File: src/rtl/lds_pkg.sv
// shared types and constants for the look disk scheduler
package lds_pkg;

  localparam int MAX_REQUESTS = 64;
  localparam int TRACK_BITS   = 16;

  localparam int CNT_W       = $clog2(MAX_REQUESTS + 1);
  localparam int AW          = $clog2(MAX_REQUESTS);
  localparam int TCOUNT_W    = TRACK_BITS + 1;
  localparam int SEEK_W      = TRACK_BITS + 1;
  localparam int IN_DATA_W   = ((TRACK_BITS + 7) / 8) * 8;
  localparam int OUT_DATA_W  = ((TRACK_BITS + SEEK_W + 7) / 8) * 8;
  localparam int CFG_IDX_W   = 2;
  localparam int CFG_DATA_W  = TCOUNT_W;

  localparam logic [CFG_IDX_W-1:0] CFG_TRACK_COUNT = CFG_IDX_W'(0);
  localparam logic [CFG_IDX_W-1:0] CFG_HEAD_TRACK  = CFG_IDX_W'(1);
  localparam logic [CFG_IDX_W-1:0] CFG_DIRECTION   = CFG_IDX_W'(2);

  localparam logic CMD_ADD   = 1'b0;
  localparam logic CMD_START = 1'b1;

  typedef enum logic [1:0] {
    KIND_ACCEPT  = 2'd0,
    KIND_REJECT  = 2'd1,
    KIND_SERVICE = 2'd2,
    KIND_EMPTY   = 2'd3
  } kind_t;

  typedef enum logic [2:0] {
    RA_CNT_M1,
    RA_PTR_M2,
    RA_ZERO,
    RA_PTR_P1,
    RA_SRV,
    RA_SRV_P1
  } rd_sel_t;

  typedef enum logic [3:0] {
    ST_IDLE,
    ST_LD_CHK,
    ST_LD_SHIFT,
    ST_LD_PUT,
    ST_LD_ACK,
    ST_LD_NAK,
    ST_SCH_CHK,
    ST_SPLIT,
    ST_SV_RD,
    ST_SV_EM,
    ST_EMPTY
  } ctrl_state_t;

  typedef struct packed {
    logic    latch_in;
    logic    ptr_ld_cnt;
    logic    ptr_dec;
    logic    ptr_inc;
    logic    ptr_clr;
    logic    rd_en;
    rd_sel_t rd_sel;
    logic    wr_en;
    logic    wr_from_rd;
    logic    cnt_inc;
    logic    cnt_clr;
    logic    split_ld;
    logic    srv_init;
    logic    out_load;
    kind_t   out_kind;
  } lds_cmd_t;

  typedef struct packed {
    logic reject;
    logic cnt_zero;
    logic rd_gt_trk;
    logic ptr_is_one;
    logic rd_gt_pos;
    logic ptr_is_last;
    logic srv_last;
    logic out_free;
  } lds_sts_t;

endpackage

File: src/rtl/lds_ctrl.sv
// control state machine for the look disk scheduler
module lds_ctrl (
  input  logic              clk,
  input  logic              rst_n,
  input  logic              in_tvalid,
  input  logic              in_cmd,
  output logic              in_tready,
  input  lds_pkg::lds_sts_t st,
  output lds_pkg::lds_cmd_t cmd
);

  lds_pkg::ctrl_state_t state_r, state_nxt;

  always_ff @(posedge clk) begin
    if (!rst_n) begin
      state_r <= lds_pkg::ST_IDLE;
    end else begin
      state_r <= state_nxt;
    end
  end

  // next state
  always_comb begin
    state_nxt = state_r;
    case (state_r)
      lds_pkg::ST_IDLE: begin
        if (in_tvalid) begin
          state_nxt = (in_cmd == lds_pkg::CMD_START) ? lds_pkg::ST_SCH_CHK : lds_pkg::ST_LD_CHK;
        end
      end
      lds_pkg::ST_LD_CHK: begin
        if (st.reject) begin
          state_nxt = lds_pkg::ST_LD_NAK;
        end else if (st.cnt_zero) begin
          state_nxt = lds_pkg::ST_LD_PUT;
        end else begin
          state_nxt = lds_pkg::ST_LD_SHIFT;
        end
      end
      lds_pkg::ST_LD_SHIFT: begin
        if (!st.rd_gt_trk) begin
          state_nxt = lds_pkg::ST_LD_ACK;
        end else if (st.ptr_is_one) begin
          state_nxt = lds_pkg::ST_LD_PUT;
        end
      end
      lds_pkg::ST_LD_PUT:  state_nxt = lds_pkg::ST_LD_ACK;
      lds_pkg::ST_LD_ACK,
      lds_pkg::ST_LD_NAK,
      lds_pkg::ST_EMPTY: begin
        if (st.out_free) begin
          state_nxt = lds_pkg::ST_IDLE;
        end
      end
      lds_pkg::ST_SCH_CHK: begin
        state_nxt = st.cnt_zero ? lds_pkg::ST_EMPTY : lds_pkg::ST_SPLIT;
      end
      lds_pkg::ST_SPLIT: begin
        if (st.rd_gt_pos || st.ptr_is_last) begin
          state_nxt = lds_pkg::ST_SV_RD;
        end
      end
      lds_pkg::ST_SV_RD:   state_nxt = lds_pkg::ST_SV_EM;
      lds_pkg::ST_SV_EM: begin
        if (st.out_free && st.srv_last) begin
          state_nxt = lds_pkg::ST_IDLE;
        end
      end
      default:             state_nxt = lds_pkg::ST_IDLE;
    endcase
  end

  // outputs
  always_comb begin
    cmd       = '0;
    cmd.rd_sel   = lds_pkg::RA_ZERO;
    cmd.out_kind = lds_pkg::KIND_ACCEPT;
    in_tready = 1'b0;
    case (state_r)
      lds_pkg::ST_IDLE: begin
        in_tready    = 1'b1;
        cmd.latch_in = in_tvalid;
      end
      lds_pkg::ST_LD_CHK: begin
        if (!st.reject) begin
          cmd.ptr_ld_cnt = 1'b1;
          if (!st.cnt_zero) begin
            cmd.rd_en  = 1'b1;
            cmd.rd_sel = lds_pkg::RA_CNT_M1;
          end
        end
      end
      lds_pkg::ST_LD_SHIFT: begin
        cmd.wr_en = 1'b1;
        if (st.rd_gt_trk) begin
          cmd.wr_from_rd = 1'b1;
          cmd.ptr_dec    = 1'b1;
          if (!st.ptr_is_one) begin
            cmd.rd_en  = 1'b1;
            cmd.rd_sel = lds_pkg::RA_PTR_M2;
          end
        end else begin
          cmd.cnt_inc = 1'b1;
        end
      end
      lds_pkg::ST_LD_PUT: begin
        cmd.wr_en   = 1'b1;
        cmd.cnt_inc = 1'b1;
      end
      lds_pkg::ST_LD_ACK: begin
        cmd.out_load = st.out_free;
        cmd.out_kind = lds_pkg::KIND_ACCEPT;
      end
      lds_pkg::ST_LD_NAK: begin
        cmd.out_load = st.out_free;
        cmd.out_kind = lds_pkg::KIND_REJECT;
      end
      lds_pkg::ST_EMPTY: begin
        cmd.out_load = st.out_free;
        cmd.out_kind = lds_pkg::KIND_EMPTY;
      end
      lds_pkg::ST_SCH_CHK: begin
        if (!st.cnt_zero) begin
          cmd.srv_init = 1'b1;
          cmd.ptr_clr  = 1'b1;
          cmd.rd_en    = 1'b1;
          cmd.rd_sel   = lds_pkg::RA_ZERO;
        end
      end
      lds_pkg::ST_SPLIT: begin
        if (st.rd_gt_pos || st.ptr_is_last) begin
          cmd.split_ld = 1'b1;
        end else begin
          cmd.ptr_inc = 1'b1;
          cmd.rd_en   = 1'b1;
          cmd.rd_sel  = lds_pkg::RA_PTR_P1;
        end
      end
      lds_pkg::ST_SV_RD: begin
        cmd.rd_en  = 1'b1;
        cmd.rd_sel = lds_pkg::RA_SRV;
      end
      lds_pkg::ST_SV_EM: begin
        cmd.out_kind = lds_pkg::KIND_SERVICE;
        if (st.out_free) begin
          cmd.out_load = 1'b1;
          if (st.srv_last) begin
            cmd.cnt_clr = 1'b1;
          end else begin
            cmd.rd_en  = 1'b1;
            cmd.rd_sel = lds_pkg::RA_SRV_P1;
          end
        end
      end
      default: begin
        in_tready = 1'b0;
      end
    endcase
  end

endmodule

File: src/rtl/lds_dp.sv
// datapath: sorted request memory, sweep arithmetic and output register
module lds_dp (
  input  logic                              clk,
  input  logic                              rst_n,
  input  lds_pkg::lds_cmd_t                 cmd,
  output lds_pkg::lds_sts_t                 st,
  input  logic [lds_pkg::TRACK_BITS-1:0]    in_track,
  input  logic [lds_pkg::TCOUNT_W-1:0]      track_count,
  input  logic [lds_pkg::TRACK_BITS-1:0]    head_track,
  input  logic                              direction,
  input  logic                              out_tready,
  output logic                              out_tvalid,
  output logic [lds_pkg::OUT_DATA_W-1:0]    out_tdata,
  output logic [1:0]                        out_tuser,
  output logic                              out_tlast
);

  localparam int TB   = lds_pkg::TRACK_BITS;
  localparam int CW   = lds_pkg::CNT_W;
  localparam int AW   = lds_pkg::AW;
  localparam int SW   = lds_pkg::SEEK_W;
  localparam int PADW = lds_pkg::OUT_DATA_W - TB - SW;

  logic [TB-1:0] mem [lds_pkg::MAX_REQUESTS];

  logic [TB-1:0] trk_r;
  logic [TB-1:0] rd_data_r;
  logic [CW-1:0] cnt_r;
  logic [CW-1:0] ptr_r;
  logic [CW-1:0] split_r;
  logic [CW-1:0] srv_r;
  logic [TB-1:0] pos_r;
  logic [SW-1:0] seek_r;

  logic              out_valid_r;
  lds_pkg::kind_t    out_kind_r;
  logic [TB-1:0]     out_trk_r;
  logic [SW-1:0]     out_seek_r;
  logic              out_last_r;

  logic [AW-1:0] rd_addr;
  logic [TB-1:0] trk_gap;
  logic [SW-1:0] seek_sum;
  logic [CW-1:0] cnt_m1;

  // order of service: lower side downward then upper side upward, or the reverse
  function automatic logic [AW-1:0] serve_index(input logic [CW-1:0] k,
                                                input logic [CW-1:0] split,
                                                input logic [CW-1:0] n,
                                                input logic          dir);
    logic [CW-1:0] idx;
    begin
      if (!dir) begin
        idx = (k < split) ? (split - k - CW'(1)) : k;
      end else begin
        idx = (k < (n - split)) ? (split + k) : (n - k - CW'(1));
      end
      serve_index = idx[AW-1:0];
    end
  endfunction

  assign cnt_m1   = cnt_r - CW'(1);
  assign trk_gap  = (rd_data_r > pos_r) ? (rd_data_r - pos_r) : (pos_r - rd_data_r);
  assign seek_sum = seek_r + SW'(trk_gap);

  always_comb begin
    case (cmd.rd_sel)
      lds_pkg::RA_CNT_M1: rd_addr = cnt_m1[AW-1:0];
      lds_pkg::RA_PTR_M2: rd_addr = AW'(ptr_r - CW'(2));
      lds_pkg::RA_ZERO:   rd_addr = '0;
      lds_pkg::RA_PTR_P1: rd_addr = AW'(ptr_r + CW'(1));
      lds_pkg::RA_SRV:    rd_addr = serve_index(srv_r, split_r, cnt_r, direction);
      lds_pkg::RA_SRV_P1: rd_addr = serve_index(srv_r + CW'(1), split_r, cnt_r, direction);
      default:            rd_addr = '0;
    endcase
  end

  // request memory, one write and one registered read per cycle
  always_ff @(posedge clk) begin
    if (cmd.wr_en) begin
      mem[ptr_r[AW-1:0]] <= cmd.wr_from_rd ? rd_data_r : trk_r;
    end
    if (cmd.rd_en) begin
      rd_data_r <= mem[rd_addr];
    end
  end

  always_ff @(posedge clk) begin
    if (cmd.latch_in) begin
      trk_r <= in_track;
    end
    if (cmd.ptr_ld_cnt) begin
      ptr_r <= cnt_r;
    end else if (cmd.ptr_clr) begin
      ptr_r <= '0;
    end else if (cmd.ptr_dec) begin
      ptr_r <= ptr_r - CW'(1);
    end else if (cmd.ptr_inc) begin
      ptr_r <= ptr_r + CW'(1);
    end
    if (cmd.split_ld) begin
      split_r <= (rd_data_r > pos_r) ? ptr_r : cnt_r;
    end
    if (cmd.srv_init) begin
      pos_r  <= head_track;
      seek_r <= '0;
    end else if (cmd.out_load && (cmd.out_kind == lds_pkg::KIND_SERVICE)) begin
      pos_r  <= rd_data_r;
      seek_r <= seek_sum;
    end
  end

  always_ff @(posedge clk) begin
    if (!rst_n) begin
      cnt_r <= '0;
      srv_r <= '0;
    end else begin
      if (cmd.cnt_clr) begin
        cnt_r <= '0;
      end else if (cmd.cnt_inc) begin
        cnt_r <= cnt_r + CW'(1);
      end
      if (cmd.srv_init) begin
        srv_r <= '0;
      end else if (cmd.out_load && (cmd.out_kind == lds_pkg::KIND_SERVICE)) begin
        srv_r <= srv_r + CW'(1);
      end
    end
  end

  // output register
  always_ff @(posedge clk) begin
    if (!rst_n) begin
      out_valid_r <= 1'b0;
    end else if (cmd.out_load) begin
      out_valid_r <= 1'b1;
    end else if (out_tready) begin
      out_valid_r <= 1'b0;
    end
  end

  always_ff @(posedge clk) begin
    if (cmd.out_load) begin
      out_kind_r <= cmd.out_kind;
      if (cmd.out_kind == lds_pkg::KIND_SERVICE) begin
        out_trk_r  <= rd_data_r;
        out_last_r <= st.srv_last;
        out_seek_r <= st.srv_last ? seek_sum : '0;
      end else begin
        out_trk_r  <= '0;
        out_last_r <= 1'b1;
        out_seek_r <= '0;
      end
    end
  end

  assign out_tvalid = out_valid_r;
  assign out_tdata  = {{PADW{1'b0}}, out_seek_r, out_trk_r};
  assign out_tuser  = out_kind_r;
  assign out_tlast  = out_last_r;

  always_comb begin
    st.reject      = ({1'b0, trk_r} >= track_count) || (cnt_r >= CW'(lds_pkg::MAX_REQUESTS));
    st.cnt_zero    = (cnt_r == '0);
    st.rd_gt_trk   = (rd_data_r > trk_r);
    st.ptr_is_one  = (ptr_r == CW'(1));
    st.rd_gt_pos   = (rd_data_r > pos_r);
    st.ptr_is_last = (ptr_r == cnt_m1);
    st.srv_last    = (srv_r == cnt_m1);
    st.out_free    = !out_valid_r || out_tready;
  end

endmodule

File: src/rtl/look_disk_scheduler_top.sv
// top level of the look disk scheduler: config registers, controller and datapath
//
// LOOK disk scheduler. An add item (in_tuser = 0) inserts one track request into a
// sorted store of up to 64 entries and answers with one result: accepted, or rejected
// when the track is at or above track_count or the store is full. A start item
// (in_tuser = 1) serves every stored request from head_track, first sweeping in the
// configured direction to the farthest request on that side, then reversing; one
// service result is sent per request, the last one with tlast and the total seek
// distance, and the store is emptied. A start with nothing stored answers with one
// empty-schedule result. Requests equal to the head count as the lower side.
// Timing: one item is handled at a time, and in_tready is high only while the block is
// idle. An add shifts each stored request above the new track up one place, as the
// single-port-write request memory shifts one entry per cycle. A start first scans the
// sorted store to locate the head (stopping at the first request above the head, or at
// the last stored one), then sends one service result per cycle while out_tready is
// held high. The result sits in an output register, so an item can be accepted while
// the previous result waits.
// Configuration writes are always taken (cfg_ready is tied high); index 3 is ignored.
module look_disk_scheduler_top (
  input  logic                              clk,
  input  logic                              rst_n,
  // input channel
  input  logic                              in_tvalid,
  output logic                              in_tready,
  input  logic [lds_pkg::IN_DATA_W-1:0]     in_tdata,   // [15:0] track
  input  logic                              in_tuser,   // [0] command
  // result channel
  output logic                              out_tvalid,
  input  logic                              out_tready,
  output logic [lds_pkg::OUT_DATA_W-1:0]    out_tdata,  // [15:0] served_track, [32:16] seek_total
  output logic [1:0]                        out_tuser,  // [1:0] kind
  output logic                              out_tlast,
  // configuration write channel
  input  logic                              cfg_valid,
  output logic                              cfg_ready,
  input  logic [lds_pkg::CFG_IDX_W-1:0]     cfg_index,
  input  logic [lds_pkg::CFG_DATA_W-1:0]    cfg_data
);

  logic [lds_pkg::TCOUNT_W-1:0]   track_count_r;
  logic [lds_pkg::TRACK_BITS-1:0] head_track_r;
  logic                           direction_r;

  lds_pkg::lds_cmd_t cmd;
  lds_pkg::lds_sts_t st;

  assign cfg_ready = 1'b1;

  // config registers, one transfer writes one register
  always_ff @(posedge clk) begin
    if (!rst_n) begin
      track_count_r <= lds_pkg::TCOUNT_W'(1 << lds_pkg::TRACK_BITS);
      head_track_r  <= '0;
      direction_r   <= 1'b0;
    end else if (cfg_valid && cfg_ready) begin
      case (cfg_index)
        lds_pkg::CFG_TRACK_COUNT: track_count_r <= cfg_data;
        lds_pkg::CFG_HEAD_TRACK:  head_track_r  <= cfg_data[lds_pkg::TRACK_BITS-1:0];
        lds_pkg::CFG_DIRECTION:   direction_r   <= cfg_data[0];
        default: begin
          // unknown index: write dropped
        end
      endcase
    end
  end

  lds_ctrl u_ctrl (
    .clk       (clk),
    .rst_n     (rst_n),
    .in_tvalid (in_tvalid),
    .in_cmd    (in_tuser),
    .in_tready (in_tready),
    .st        (st),
    .cmd       (cmd)
  );

  lds_dp u_dp (
    .clk         (clk),
    .rst_n       (rst_n),
    .cmd         (cmd),
    .st          (st),
    .in_track    (in_tdata[lds_pkg::TRACK_BITS-1:0]),
    .track_count (track_count_r),
    .head_track  (head_track_r),
    .direction   (direction_r),
    .out_tready  (out_tready),
    .out_tvalid  (out_tvalid),
    .out_tdata   (out_tdata),
    .out_tuser   (out_tuser),
    .out_tlast   (out_tlast)
  );

endmodule

File: config.mk
export PLATFORM = sky130hd
export DESIGN_NAME = look_disk_scheduler_top
export DESIGN_NICKNAME = d
export VERILOG_FILES = /design/src/rtl/lds_pkg.sv /design/src/rtl/lds_ctrl.sv /design/src/rtl/lds_dp.sv /design/src/rtl/look_disk_scheduler_top.sv
export SDC_FILE = /design/constraint.sdc
export NUM_CORES = 2
export LEC_CHECK = 0
export BUFFER_PORTS_ARGS = -buffer_cell sky130_fd_sc_hd__buf_4
export CAP_MARGIN = 20
export CORE_MARGIN = 2
export CORE_UTILIZATION = 39
export DETAILED_ROUTE_END_ITERATION = 10
export GPL_TIMING_DRIVEN = 0
export SLEW_MARGIN = 10
export SYNTH_ARGS = -nofsm -noshare
export SYNTH_HDL_FRONTEND = slang
export SYNTH_SLANG_ARGS = --single-unit
File: constraint.sdc
create_clock -name clk -period 10.8 [get_ports clk]
set_input_delay 1.08 -clock clk [delete_from_list [all_inputs] [get_ports clk]]
set_output_delay 1.08 -clock clk [all_outputs]
set_load 0.03 [all_outputs]
==> flow_metrics.tcl <==
set metrics [dict create \
    outcome "finished clean" \
    slowest_stage "nor4_1" \
    path_max_fanout 10 \
    synth_seq_cells 1192 \
    async_reset_ff_share_pct 0 \
    synthXorXnorAreaFrac_pct 1.64 \
    stdcell_count 6302 \
    cts_made_buffers 118 \
    synth_top_family_by_area "simple AND/OR/NAND/NOR gates" \
    peakVddDrop_mv 0.163 \
    gp_congestion 0.910 \
    placementRows 135 \
    initial_core_util_pct 39.3 \
    powerDensity_mw_per_mm2 255 \
    fin_crit_ps 7910 \
    avgViaCountPerCell 5.69 \
    cts_setup_buffers 0 \
    pin_count 87 \
    setup_viol 0 \
    maxSlewHeadroom_pct 27.3 \
    tritoncts "yes" \
    crit_arrival_ps 8290 \
    timing.hold.ws_ps 464 \
    leakage_nw 22.5 \
    cts_resized 0 \
    critPathMostFrequentCell "buf_2" \
    die_h_um 373 \
    htreeDepth 3 \
    synth_cell_types 88 \
    area_delta_synth_final_pct 16.3 \
    dp_hpwl_um 117000 \
    hold_violations 0 \
    syn_inst 4124 \
    grt_pass1_wl_um 233000 \
    grt_overflow 0 \
    tightest_slew_ps 1090 \
    criticalPathCategory "flop to flop" \
    drive_above_1_share_pct 12.9 \
    slowest_delay_ps 720 \
    core_mm2 0.135 \
    drc_errors 0 \
    fmax_ghz 0.126 \
    grt_pass1_vias 33694 \
    insertedDiodeCount 0 \
    yosys.area_share.adder_pct 3.91 \
    synth-compound-area-share_pct 8.59 \
    grt.total_usage_pct 22.7 \
    required_ps 11180 \
    wirelength_um 162000 \
    wl_per_cell_um 25.7 \
    syn_area_per_cell_um2 12.9 \
    start_kind "flop" \
    rsz0062_at_grt "false" \
    maxCapViolations 0 \
    numPortBuffers 78 \
    cp-end-kind "flop" \
    yosysSeqAreaShare_pct 66.1 \
    cts.sinks 1192 \
    drtIter0Drc 4296 \
    ant_nets 0 \
    yosysWarnings 0 \
    finish.net_count 4626 \
    clock_skew_ps 35.9 \
    grt_max_degree 41 \
    ys.flop_type "edfxtp_1" \
    antenna_found_initial 7 \
    num_vias 35835 \
    yosys-mux-area-fraction_pct 5.77 \
    period_share_pct 73.3 \
    dpl.cell_count 6083 \
    die_w_um 373 \
    die_area_mm2 0.139 \
    hold_path.class "flop to flop" \
    maxSlewViolCount 0 \
    clockRootBuffer "clkbuf_16" \
    clk_latency_ps 750 \
    postCtsHoldBufs 0 \
    ctsLongestPathBuffers 3 \
    synth-simple-area-share_pct 11.1 \
    path_clk_slew_ps 60 \
    dr.pass1.iters 8 \
    rrSetupSlack_ps 2890 \
    synth_enable_flop_cells 1122 \
    syn-cell-area_mm2 0.0531 \
]
-- critical path, delay by kind of cell (launching register included) --
kind	cells	cell delay [ps]
buf+inv	6	1360
flops	1	360
compound gates	10	3030
fa+ha+maj	3	850
xor+xnor	1	140
simple gates	5	1800
-- stage by stage --
| stage | setup TNS (ps) | power [mW] | cell area [um2] | util (%) | setup slack [ps] |
|---|---|---|---|---|---|
| finish | 0 | 15.7 | 61800 | 45.7 | 2890 |
| global route | 0 | 16.3 | 61800 | 45.7 | 2570 |
| CTS | 0 | 15.7 | 61700 | 45.6 | 2950 |
| detailed placement | 0 | 11.6 | 58000 | 42.8 | 3010 |
| global placement | -463380 | 11.4 | 55900 | 41.4 | -1190 |
| floorplan | 0 | 9.23 | 53100 | - | 5360 |
-- state kept, by name, summed over array words and instances (netlist names) --
name,flops
u_dp.rd_data_r,16
u_dp.pos_r,16
u_dp.ptr_r,7
u_dp.out_tlast,1
direction_r,1
u_dp.out_tuser,2
track_count_r,17
u_dp.out_seek_r,17
head_track_r,16
u_dp.trk_r,16
u_dp.cnt_r,7
u_dp.mem,1024
u_dp.out_tvalid,1
u_ctrl.state_r,4
u_dp.seek_r,17
u_dp.out_trk_r,16
u_dp.srv_r,7
u_dp.split_r,7
-- area by class of cell --
type	instances	area [um2]
plain buffers	229	1110
clock buffers	143	3050
clock inverters	73	729
fillers	11900	73500
inverters	121	454
multi-input cells	2588	16800
flip-flops and latches	1192	35100
well taps	1781	2230
repair buffers	175	2280
-- cell usage in the layout, fill, tap and decap left out, drive strengths merged, types with 130 or more instances in the layout --
cell type,count
o21ai,130
nand3,146
buf,294
edfxtp,1122
a21oi,154
nor2,175
clkbuf,253
nand2,747
mux2i,276
ha,150
-- per-layer routing --
layer	track usage (%)	up-vias	routed length [um]
li1	-	15930	-
met4	8.28	10	6220
met1	31.7	17766	67600
met5	0	-	73
met2	35.0	1816	72700
met3	4.80	313	15700
-- cells by family after synthesis --
logic type                 after synthesis
buffers and inverters                  350
AOI/OAI and AO/OA                      699
and+or+nand+nor                       1324
DFF                                   1192
muxes                                  301
xor gates and xnor gates                96
other                                    2
adders and majority gates              160
-- cells in the mapped netlist, drive strengths merged, types with 24 or more instances --
cell type     n  share of area (%)
dfxtp        70                2.6
mux2i       276                5.2
a31oi        85                1.0
xnor2        59               0.97
a21boi       40               0.57
ha          150                3.5
nand2       747                5.3
inv         120               0.85
a22oi        24               0.34
clkbuf      108               0.76
o21ai       130                1.2
a211o        25               0.41
edfxtp     1122                 63
nor3         35               0.36
o22ai        42               0.49
and3         68               0.80
nor2        175                1.3
a21oi       154                1.5
a21o         31               0.44
nor4         33               0.40
xor2         35               0.58
o211ai       41               0.59
buf         121                1.3
nand3       146                1.4
-- path summary, 6_finish.rpt --
path	depth (start not counted)	end	startpoint
setup reg to reg	25	u_dp.rd_data_r[13]	u_dp.cnt_r[0]
setup / recovery	25	u_dp.rd_data_r[13]	u_dp.cnt_r[0]
hold / removal	2	track_count_r[13]	track_count_r[13]
hold reg to reg	2	track_count_r[13]	track_count_r[13]
-- report_power, final --
part | internal, mW | total (mW) | switching [mW]
sequential | 5.77 | 5.91 | 0.145
combinational | 1.79 | 5.75 | 3.96
clock | 2.30 | 4.09 | 1.79
total | 9.85 | 15.7 | 5.90
No activity file was read; power rests on OpenSTA's default activity.
